$ cat config.mk
export PLATFORM = sky130hd
export DESIGN_NAME = rank_select_index_builder_top
export DESIGN_NICKNAME = d
export VERILOG_FILES = /design/src/rtl/rsib_pkg.sv /design/src/rtl/rank_select_index_builder_top.sv /design/src/rtl/rsib_front.sv /design/src/rtl/rsib_queue.sv /design/src/rtl/rsib_back.sv
export SDC_FILE = /design/constraint.sdc
export NUM_CORES = 1
export LEC_CHECK = 0
export BUFFER_PORTS_ARGS = -buffer_cell sky130_fd_sc_hd__buf_2
export CORE_ASPECT_RATIO = 0.8
export CORE_MARGIN = 10
export CORE_UTILIZATION = 40
export CTS_BUF_LIST = sky130_fd_sc_hd__clkbuf_8
export CTS_CLUSTER_SIZE = 10
export DETAILED_ROUTE_END_ITERATION = 10
export HOLD_SLACK_MARGIN = 0.1
export MAX_ROUTING_LAYER = met4
export PLACE_DENSITY = 0.54
export SYNTH_ARGS = -nofsm -noshare
export SYNTH_HDL_FRONTEND = slang
export SYNTH_SLANG_ARGS = --single-unit
$ cat constraint.sdc
create_clock -name aclk -period 9.3 [get_ports aclk]
set_input_delay 2.325 -clock aclk [delete_from_list [all_inputs] [get_ports aclk]]
set_output_delay 2.325 -clock aclk [all_outputs]
set_load 0.02 [all_outputs]
$ cat src/rtl/rsib_pkg.sv
// Package for the rank/select index builder: shared constants, result word codes
// and the queue entry type. It depends on nothing else.
`timescale 1ns / 1ps
`default_nettype none

package rsib_pkg;

    // Default geometry of the index.
    localparam int UNIT_BITS_DEF  = 64;
    localparam int COUNT_BITS_DEF = 40;

    // Fixed widths of the result words and the shift of the count in a rank word.
    localparam int WORD_W    = 64;
    localparam int SEL_IDX_W = 32;
    localparam int RANK_SHIFT = 24;

    // Low three unit bytes of a fresh rank word, all set.
    localparam logic [WORD_W-1:0] RANK_FILL = 64'h0000_0000_00FF_FFFF;
    localparam logic [7:0]        BYTE_FILL = 8'hFF;

    // Depth of the queue between the front and the back.
    localparam int QUEUE_DEPTH = 4;

    typedef enum logic [1:0] {
        WK_RANK   = 2'd0,
        WK_SELECT = 2'd1,
        WK_REJECT = 2'd2
    } word_kind_t;

    // Everything that one input item leaves for the output side.
    typedef struct packed {
        logic                 rej;
        logic                 rank_v;
        logic [WORD_W-1:0]    rank_word;
        logic                 sel_v;
        logic [SEL_IDX_W-1:0] sel_idx;
    } rsib_entry_t;

endpackage

`default_nettype wire

$ cat src/rtl/rank_select_index_builder_top.sv
// Top level of the rank/select index builder: front, result queue and back.
// Depends on rsib_pkg, rsib_front, rsib_queue and rsib_back.
//
//   Port group   Direction  Handshake          Contents
//   s_*          in         s_valid/s_ready    kind (append or finish), bit_value
//   m_*          out        m_valid/m_ready    word_kind, word_value, last
//   cfg_*        in         cfg_we only        select_enable
//
// The block takes one item in every cycle while its four-entry result queue
// has room; an item that yields no result word leaves the queue untouched.
// The first result word of an item is written to the queue when the item is
// taken and then to the output register; an item with both a rank and a select
// word yields two words; the back drains one word per cycle unless the output stalls.
// Reset is synchronous and active low; it clears the counters, sets the rank
// word to its empty value and sets select_enable. A stall on the output only
// fills the queue, and the front stops taking items once the queue is full.
`timescale 1ns / 1ps
`default_nettype none

module rank_select_index_builder_top #(
    parameter int UNIT_BITS  = rsib_pkg::UNIT_BITS_DEF,
    parameter int COUNT_BITS = rsib_pkg::COUNT_BITS_DEF
) (
    input  wire logic        aclk,
    input  wire logic        aresetn,
    // Input items
    input  wire logic        s_valid,
    output logic             s_ready,
    input  wire logic        s_kind,
    input  wire logic        s_bit_value,
    // Configuration
    input  wire logic        cfg_we,
    input  wire logic        cfg_wdata,
    // Result items
    output logic             m_valid,
    input  wire logic        m_ready,
    output logic [1:0]       m_word_kind,
    output logic [63:0]      m_word_value,
    output logic             m_last
);

    // Entries travel from the front to the queue, and from its head to the back.
    rsib_pkg::rsib_entry_t push_entry;
    rsib_pkg::rsib_entry_t head_entry;
    logic                  q_push;
    logic                  q_full;
    logic                  q_pop;
    logic                  head_valid;

    // The front owns all index state and the select_enable register.
    rsib_front #(
        .UNIT_BITS  (UNIT_BITS),
        .COUNT_BITS (COUNT_BITS)
    ) u_front (
        .aclk        (aclk),
        .aresetn     (aresetn),
        .s_valid     (s_valid),
        .s_ready     (s_ready),
        .s_kind      (s_kind),
        .s_bit_value (s_bit_value),
        .cfg_we      (cfg_we),
        .cfg_wdata   (cfg_wdata),
        .q_full      (q_full),
        .q_push      (q_push),
        .q_entry     (push_entry)
    );

    // The queue lets the front run ahead while the output is stalled.
    rsib_queue u_queue (
        .aclk       (aclk),
        .aresetn    (aresetn),
        .push       (q_push),
        .push_entry (push_entry),
        .full       (q_full),
        .pop        (q_pop),
        .head_valid (head_valid),
        .head_entry (head_entry)
    );

    // The back splits each entry into one or two result items.
    rsib_back u_back (
        .aclk         (aclk),
        .aresetn      (aresetn),
        .head_valid   (head_valid),
        .head_entry   (head_entry),
        .pop          (q_pop),
        .m_valid      (m_valid),
        .m_ready      (m_ready),
        .m_word_kind  (m_word_kind),
        .m_word_value (m_word_value),
        .m_last       (m_last)
    );

endmodule

`default_nettype wire

$ cat src/rtl/rsib_front.sv
// Front of the rank/select index builder: accepts items, keeps the bit and zero
// counters, builds the rank word and queues the results. Uses rsib_pkg.
`timescale 1ns / 1ps
`default_nettype none

module rsib_front #(
    parameter int UNIT_BITS  = rsib_pkg::UNIT_BITS_DEF,
    parameter int COUNT_BITS = rsib_pkg::COUNT_BITS_DEF
) (
    input  wire logic                  aclk,
    input  wire logic                  aresetn,
    input  wire logic                  s_valid,
    output logic                       s_ready,
    input  wire logic                  s_kind,
    input  wire logic                  s_bit_value,
    input  wire logic                  cfg_we,
    input  wire logic                  cfg_wdata,
    input  wire logic                  q_full,
    output logic                       q_push,
    output rsib_pkg::rsib_entry_t      q_entry
);

    localparam int BLOCK_BITS = 4 * UNIT_BITS;
    localparam int BW = $clog2(BLOCK_BITS);
    localparam int UW = $clog2(UNIT_BITS);
    // Block quotient width: COUNT_BITS less floor(log2(BLOCK_BITS)).
    localparam int QW = COUNT_BITS - ($clog2(BLOCK_BITS + 1) - 1);
    localparam int SW = (QW + 1 > 32) ? 32 : QW + 1;
    localparam int CW = QW + 1;
    // The rank threshold is BLOCK_BITS times a 32-bit count of rank words, so it
    // returns to zero after its largest value.
    localparam int TW = BW + 32;
    localparam logic [TW-1:0] THRESH_TOP = TW'(BLOCK_BITS) * TW'(32'hFFFF_FFFF);
    localparam int MW = (COUNT_BITS > TW) ? COUNT_BITS : TW;
    localparam int WW = rsib_pkg::WORD_W;
    localparam int IW = rsib_pkg::SEL_IDX_W;

    logic [COUNT_BITS-1:0] bc_reg, bc_next;
    logic [BW-1:0]         br_reg, br_next;
    logic [QW-1:0]         bq_reg, bq_next;
    logic [UW-1:0]         ur_reg, ur_next;
    logic [1:0]            ui_reg, ui_next;
    logic [COUNT_BITS-1:0] zc_reg, zc_next;
    logic [BW-1:0]         zr_reg, zr_next;
    logic [QW-1:0]         zq_reg, zq_next;
    logic [TW-1:0]         thresh_reg, thresh_next;
    logic [SW-1:0]         swe_reg, swe_next;
    logic                  done_reg, done_next;
    logic                  sel_en_reg, sel_en_next;
    logic [WW-1:0]         rank_word_reg, rank_word_next;

    logic [COUNT_BITS-1:0] ones;
    logic [7:0]            diff;
    logic                  accept;
    logic                  rank_due;
    logic [TW-1:0]         thresh_step;
    logic                  sel_due_append;
    logic [CW-1:0]         fin_q;
    logic                  sel_due_finish;

    assign s_ready        = !q_full;
    assign accept         = s_valid && s_ready;
    assign ones           = bc_reg - zc_reg;
    assign diff           = ones[7:0] - rank_word_reg[31:24];
    assign rank_due       = MW'(bc_reg) > MW'(thresh_reg);
    assign thresh_step    = (thresh_reg == THRESH_TOP) ? '0 : thresh_reg + TW'(BLOCK_BITS);
    assign sel_due_append = (zr_reg == '0) && (CW'(zq_reg) >= CW'(swe_reg));
    // Number of the block holding the last zero, plus one.
    assign fin_q          = (zr_reg == '0) ? CW'(zq_reg) : CW'(zq_reg) + CW'(1);
    assign sel_due_finish = (|zc_reg) && (fin_q >= CW'(swe_reg));

    always_comb begin
        bc_next        = bc_reg;
        br_next        = br_reg;
        bq_next        = bq_reg;
        ur_next        = ur_reg;
        ui_next        = ui_reg;
        zc_next        = zc_reg;
        zr_next        = zr_reg;
        zq_next        = zq_reg;
        thresh_next    = thresh_reg;
        swe_next       = swe_reg;
        done_next      = done_reg;
        sel_en_next    = sel_en_reg;
        rank_word_next = rank_word_reg;
        q_entry        = '0;

        if (cfg_we) begin
            sel_en_next = cfg_wdata;
        end

        if (accept) begin
            if (!s_kind) begin
                if (done_reg) begin
                    q_entry.rej = 1'b1;
                end else begin
                    if (rank_due) begin
                        if (br_reg == '0) begin
                            q_entry.rank_v    = 1'b1;
                            q_entry.rank_word = rank_word_reg;
                            thresh_next       = thresh_step;
                            rank_word_next    = (WW'(ones) << rsib_pkg::RANK_SHIFT)
                                                | rsib_pkg::RANK_FILL;
                        end else if (ur_reg == '0) begin
                            case (ui_reg)
                                2'd1:    rank_word_next[7:0]   = diff;
                                2'd2:    rank_word_next[15:8]  = diff;
                                2'd3:    rank_word_next[23:16] = diff;
                                default: rank_word_next        = rank_word_reg;
                            endcase
                        end
                    end
                    if (sel_en_reg && !s_bit_value && sel_due_append) begin
                        q_entry.sel_v   = 1'b1;
                        q_entry.sel_idx = IW'(bq_reg);
                        swe_next        = swe_reg + SW'(1);
                    end

                    // Advance the bit position; a wrap of the count restarts the block.
                    bc_next = bc_reg + COUNT_BITS'(1);
                    if (&bc_reg) begin
                        br_next = '0;
                        bq_next = '0;
                        ur_next = '0;
                        ui_next = '0;
                    end else begin
                        if (br_reg == BW'(BLOCK_BITS - 1)) begin
                            br_next = '0;
                            bq_next = bq_reg + QW'(1);
                        end else begin
                            br_next = br_reg + BW'(1);
                        end
                        if (ur_reg == UW'(UNIT_BITS - 1)) begin
                            ur_next = '0;
                            ui_next = ui_reg + 2'd1;
                        end else begin
                            ur_next = ur_reg + UW'(1);
                        end
                    end

                    if (!s_bit_value) begin
                        zc_next = zc_reg + COUNT_BITS'(1);
                        if (&zc_reg) begin
                            zr_next = '0;
                            zq_next = '0;
                        end else if (zr_reg == BW'(BLOCK_BITS - 1)) begin
                            zr_next = '0;
                            zq_next = zq_reg + QW'(1);
                        end else begin
                            zr_next = zr_reg + BW'(1);
                        end
                    end
                end
            end else begin
                done_next = 1'b1;
                if (rank_due) begin
                    q_entry.rank_v    = 1'b1;
                    q_entry.rank_word = rank_word_reg;
                    thresh_next       = thresh_step;
                end
                if (sel_en_reg && sel_due_finish) begin
                    q_entry.sel_v   = 1'b1;
                    q_entry.sel_idx = IW'(bq_reg);
                    swe_next        = swe_reg + SW'(1);
                end
            end
        end
    end

    assign q_push = accept && (q_entry.rej || q_entry.rank_v || q_entry.sel_v);

    always_ff @(posedge aclk) begin
        if (!aresetn) begin
            bc_reg        <= '0;
            br_reg        <= '0;
            bq_reg        <= '0;
            ur_reg        <= '0;
            ui_reg        <= '0;
            zc_reg        <= '0;
            zr_reg        <= '0;
            zq_reg        <= '0;
            thresh_reg    <= '0;
            swe_reg       <= '0;
            done_reg      <= 1'b0;
            sel_en_reg    <= 1'b1;
            rank_word_reg <= rsib_pkg::RANK_FILL;
        end else begin
            bc_reg        <= bc_next;
            br_reg        <= br_next;
            bq_reg        <= bq_next;
            ur_reg        <= ur_next;
            ui_reg        <= ui_next;
            zc_reg        <= zc_next;
            zr_reg        <= zr_next;
            zq_reg        <= zq_next;
            thresh_reg    <= thresh_next;
            swe_reg       <= swe_next;
            done_reg      <= done_next;
            sel_en_reg    <= sel_en_next;
            rank_word_reg <= rank_word_next;
        end
    end

endmodule

`default_nettype wire

$ cat src/rtl/rsib_queue.sv
// Short queue of result entries between the front and the back of the
// rank/select index builder. Uses rsib_pkg for the entry type and depth.
`timescale 1ns / 1ps
`default_nettype none

module rsib_queue (
    input  wire logic                  aclk,
    input  wire logic                  aresetn,
    input  wire logic                  push,
    input  wire rsib_pkg::rsib_entry_t push_entry,
    output logic                       full,
    input  wire logic                  pop,
    output logic                       head_valid,
    output rsib_pkg::rsib_entry_t      head_entry
);

    localparam int DEPTH = rsib_pkg::QUEUE_DEPTH;
    localparam int PW    = $clog2(DEPTH);
    localparam int NW    = $clog2(DEPTH + 1);

    rsib_pkg::rsib_entry_t slots_reg [DEPTH];

    logic [PW-1:0] wr_ptr_reg, wr_ptr_next;
    logic [PW-1:0] rd_ptr_reg, rd_ptr_next;
    logic [NW-1:0] fill_reg, fill_next;
    logic          do_push;
    logic          do_pop;

    assign full       = fill_reg == NW'(DEPTH);
    assign head_valid = fill_reg != '0;
    assign head_entry = slots_reg[rd_ptr_reg];
    assign do_push    = push && !full;
    assign do_pop     = pop && head_valid;

    always_comb begin
        wr_ptr_next = wr_ptr_reg;
        rd_ptr_next = rd_ptr_reg;
        fill_next   = fill_reg;
        if (do_push) begin
            wr_ptr_next = (wr_ptr_reg == PW'(DEPTH - 1)) ? '0 : wr_ptr_reg + PW'(1);
        end
        if (do_pop) begin
            rd_ptr_next = (rd_ptr_reg == PW'(DEPTH - 1)) ? '0 : rd_ptr_reg + PW'(1);
        end
        if (do_push && !do_pop) begin
            fill_next = fill_reg + NW'(1);
        end else if (do_pop && !do_push) begin
            fill_next = fill_reg - NW'(1);
        end
    end

    always_ff @(posedge aclk) begin
        if (do_push) begin
            slots_reg[wr_ptr_reg] <= push_entry;
        end
    end

    always_ff @(posedge aclk) begin
        if (!aresetn) begin
            wr_ptr_reg <= '0;
            rd_ptr_reg <= '0;
            fill_reg   <= '0;
        end else begin
            wr_ptr_reg <= wr_ptr_next;
            rd_ptr_reg <= rd_ptr_next;
            fill_reg   <= fill_next;
        end
    end

endmodule

`default_nettype wire

$ cat src/rtl/rsib_back.sv
// Back of the rank/select index builder: turns queued entries into result
// items, rank word before select word, through an output register. Uses rsib_pkg.
`timescale 1ns / 1ps
`default_nettype none

module rsib_back (
    input  wire logic                  aclk,
    input  wire logic                  aresetn,
    input  wire logic                  head_valid,
    input  wire rsib_pkg::rsib_entry_t head_entry,
    output logic                       pop,
    output logic                       m_valid,
    input  wire logic                  m_ready,
    output logic [1:0]                 m_word_kind,
    output logic [63:0]                m_word_value,
    output logic                       m_last
);

    localparam int WW = rsib_pkg::WORD_W;

    logic          m_valid_reg, m_valid_next;
    logic [1:0]    kind_reg, kind_next;
    logic [WW-1:0] value_reg, value_next;
    logic          last_reg, last_next;
    // Set while the select word of an entry that also had a rank word is owed.
    logic          second_reg, second_next;
    logic          load;

    assign load = !m_valid_reg || m_ready;

    always_comb begin
        m_valid_next = m_valid_reg;
        kind_next    = kind_reg;
        value_next   = value_reg;
        last_next    = last_reg;
        second_next  = second_reg;
        pop          = 1'b0;

        if (load) begin
            if (head_valid) begin
                m_valid_next = 1'b1;
                if (second_reg) begin
                    kind_next   = rsib_pkg::WK_SELECT;
                    value_next  = WW'(head_entry.sel_idx);
                    last_next   = 1'b1;
                    second_next = 1'b0;
                    pop         = 1'b1;
                end else if (head_entry.rej) begin
                    kind_next  = rsib_pkg::WK_REJECT;
                    value_next = '0;
                    last_next  = 1'b1;
                    pop        = 1'b1;
                end else if (head_entry.rank_v) begin
                    kind_next   = rsib_pkg::WK_RANK;
                    value_next  = head_entry.rank_word;
                    last_next   = !head_entry.sel_v;
                    second_next = head_entry.sel_v;
                    pop         = !head_entry.sel_v;
                end else begin
                    kind_next  = rsib_pkg::WK_SELECT;
                    value_next = WW'(head_entry.sel_idx);
                    last_next  = 1'b1;
                    pop        = 1'b1;
                end
            end else begin
                m_valid_next = 1'b0;
            end
        end
    end

    always_ff @(posedge aclk) begin
        if (!aresetn) begin
            m_valid_reg <= 1'b0;
            second_reg  <= 1'b0;
        end else begin
            m_valid_reg <= m_valid_next;
            second_reg  <= second_next;
        end
    end

    always_ff @(posedge aclk) begin
        kind_reg  <= kind_next;
        value_reg <= value_next;
        last_reg  <= last_next;
    end

    assign m_valid      = m_valid_reg;
    assign m_word_kind  = kind_reg;
    assign m_word_value = value_reg;
    assign m_last       = last_reg;

endmodule

`default_nettype wire
==> flow_summary.json <==
{
  "numCtsBuffers": 131,
  "drc": 0,
  "max_stage_delay_ns": 0.99,
  "die_w_um": 357.8,
  "io-pin-count": 77,
  "max_freq_ghz": 0.1525,
  "grt_pass1_wl_um": 139400,
  "post-dp-hpwl_um": 59770,
  "clock_latency_ns": 0.81,
  "synth_warnings": 0,
  "clk_pin_slew_worst_paths_ns": 0.06,
  "yosys.area.top_type": "edfxtp_1",
  "netlist_area_mm2": 0.03652,
  "nFillCells": 8455,
  "endpoint_kind": "register",
  "layout.nets": 3502,
  "reg2reg_slack_ns": 2.74,
  "final_hold_viol_count": 0,
  "path_delay_family": "simple AND/OR/NAND/NOR gates",
  "drt_first_pass_iters": 5,
  "synth_cells": 3208,
  "first_iter_violations": 1654,
  "grt_overflow": 0,
  "clkSinkCount": 772,
  "p_total_mw": 8.598,
  "final_util_pct": 44.76,
  "rows": 99,
  "yosysMostFrequentCell": "edfxtp_1",
  "antenna_found_initial": 5,
  "fin_skew_ns": 0.05497,
  "final_max_slew_viol_count": 0,
  "tightest_slew_ns": 1.334,
  "htree_num_levels": 4,
  "synth_cell_types": 73,
  "gp_congestion": 0.8407,
  "synth_area_leaders": "edfxtp_1 38%, dfxtp_1 17%, mux4_2 6.1%",
  "peakVddDrop_uv": 165.7,
  "async_flop_share_pct": 0,
  "cts_setup_buffers": 0,
  "layout_setup_ws_ns": 2.743,
  "crit_type": "reg -> reg",
  "post_cts_resized": 0,
  "die_h_um": 290.2,
  "coreArea_mm2": 0.09092,
  "die_area_mm2": 0.1039,
  "synth_top_area_share_pct": 38.07,
  "grt_use_total_pct": 17.44,
  "setup_viol": 0,
  "area_growth_pct": 11.45,
  "synth_seq_area_share_pct": 55.01,
  "antenna_left": 0,
  "cp.required_ns": 9.71,
  "fin_area_mm2": 0.04070,
  "vias": 24731,
  "routedWlPerCell_um": 19.33,
  "synth_nets": 3384,
  "drive_above_1_share_pct": 12.20,
  "place_area_mm2": 0.03827,
  "yosys_most_used_dff": "edfxtp_1",
  "timing.slew.headroom_pct": 10.38,
  "cp_cell_sequence": "and4_1 -> nand3_1 -> nor3_1 -> nand3_1 -> nor2_1 -> and3_1 -> nand2_1 -> nor2_1 -> xor2_1 -> ha_1 -> nand3_1 -> or3_1 -> a21oi_1 -> nor2_1 -> a31oi_1 -> and2_4 -> buf_4",
  "start_util_pct": 40.16,
  "slowest_stage": "and2_4",
  "hold_buffers": 0,
  "io_buffers": 76,
  "min_period_over_period_pct": 70.50,
  "critical_path_buf_inv_count": 1,
  "cts_tree": "done",
  "start_kind": "register",
  "dp_slack_ns": 2.667,
  "synth-seq-cells": 772,
  "synth_common_cells": "463 x edfxtp_1, 309 x dfxtp_1, 276 x nor2_1",
  "powerDensity_mw_per_mm2": 211.3,
  "setup-tns-final_ns": 0,
  "status": "completed",
  "cp.arrival_ns": 6.97,
  "rsz0062_at_grt": "no",
  "hold_class": "reg -> reg",
  "drv_cap": 0,
  "finalCriticalPeriod_ns": 6.557,
  "synth-edff-count": 463,
  "viasPerCell": 5.335,
  "grt_max_degree": 100,
  "crit_fanout": 64,
  "grt_pass1_vias": 24645,
  "avgSynthCellArea_um2": 11.38,
  "largest_reg_flops": 396,
  "p_leak_nw": 14.44,
  "cts_root_buffer": "clkbuf_8",
  "clockBufferDepth": 3,
  "wl_um": 89630
}
==> kinds of logic after synthesis <==
kind of cell | after synthesis | share of synthesized area [%]
buffers and inverters | 343 | 3.577
AO/OA/AOI/OAI | 478 | 7.908
adder cells (fa/ha/maj) | 168 | 5.818
multiplexers | 134 | 7.065
AND/OR/NAND/NOR | 1111 | 15.73
XOR/XNOR | 202 | 4.883
flip-flops | 772 | 55.01
==> worst reg2reg max path, cell delays in order (launching register included) <==
cell and delay [ns]:
dfxtp_1 0.52, and4_1 0.35, nand3_1 0.21, nor3_1 0.45, nand3_1 0.22, nor2_1 0.24, and3_1 0.33, nand2_1 0.17
nor2_1 0.20, xor2_1 0.09, ha_1 0.30, nand3_1 0.09, or3_1 0.37, a21oi_1 0.19, nor2_1 0.07, a31oi_1 0.73
and2_4 1.00, buf_4 0.67
==> routing by layer <==
layer / up-vias / wire length [um] / global-route usage (%)
li1: 11901 / - / -
met1: 12112 / 43710 / 24.50
met2: 579 / 38950 / 25.09
met3: 139 / 5103 / 3.560
met4: 0 / 1857 / 5.469
met5: - / 0 / -
==> worst paths after layout <==
| path | cells past startpoint | end | startpoint |
|---|---|---|---|
| min reg2reg | 2 | u_front.rank_word_reg[48] | u_front.rank_word_reg[48] |
| max reg2reg | 17 | u_queue.slots_reg[3][58] | u_front.zq_reg[9] |
| min | 2 | u_front.rank_word_reg[48] | u_front.rank_word_reg[48] |
| max | 17 | u_queue.slots_reg[3][58] | u_front.zq_reg[9] |
==> per-stage QoR <==
step           cells  hold slack [ns]
6_report        4636           0.4489
2_1_floorplan   3208           0.4273
3_5_place_dp    4405           0.4421
5_1_grt         4634           0.4590
4_1_cts         4631           0.4498
3_3_place_gp    4405           0.4390
==> final cells by class <==
cell class                      count  area, um^2  share of cell area (%)
Tap cell                         1212        1516                   3.726
Inverter                          218       823.3                   2.023
Multi-Input combinational cell   2093       15190                   37.31
Timing Repair Buffer              110       648.1                   1.593
Clock buffer                      144        1982                   4.870
Clock inverter                     82       431.7                   1.061
Antenna cell                        5       12.51                 0.03074
Sequential cell                   772       20100                   49.38
==> cells in the final DEF, fill, tap and decap left out, types with 13 or more instances in the layout <==
cell type and instances:
a21oi_1 208, nor2_1 276, and2_1 87, mux4_2 99, a21o_1 30, nor3_1 41
and3_1 33, xor2_1 52, or4_1 28, nand3_1 99, buf_2 76, clkinv_1 13
mux2i_1 35, o31ai_1 27, inv_1 270, nand3b_1 14, or3_1 46, buf_4 33
clkbuf_8 144, nor2b_1 41, dfxtp_1 307, nand2_1 253, edfxtp_1 463, nor4_1 29
o2bb2ai_1 32, o21ai_0 97, ha_1 165, nand4_1 76, xnor2_1 149, and4_1 17
==> report_power, final <==
group | total (mW) | switching, mW | internal [mW]
registers | 4.13 | 0.131 | 4.00
clock network | 2.83 | 1.37 | 1.45
logic | 1.64 | 1.03 | 0.614
total | 8.60 | 2.53 | 6.06
Note: power is estimated with default switching activity, not from simulation.
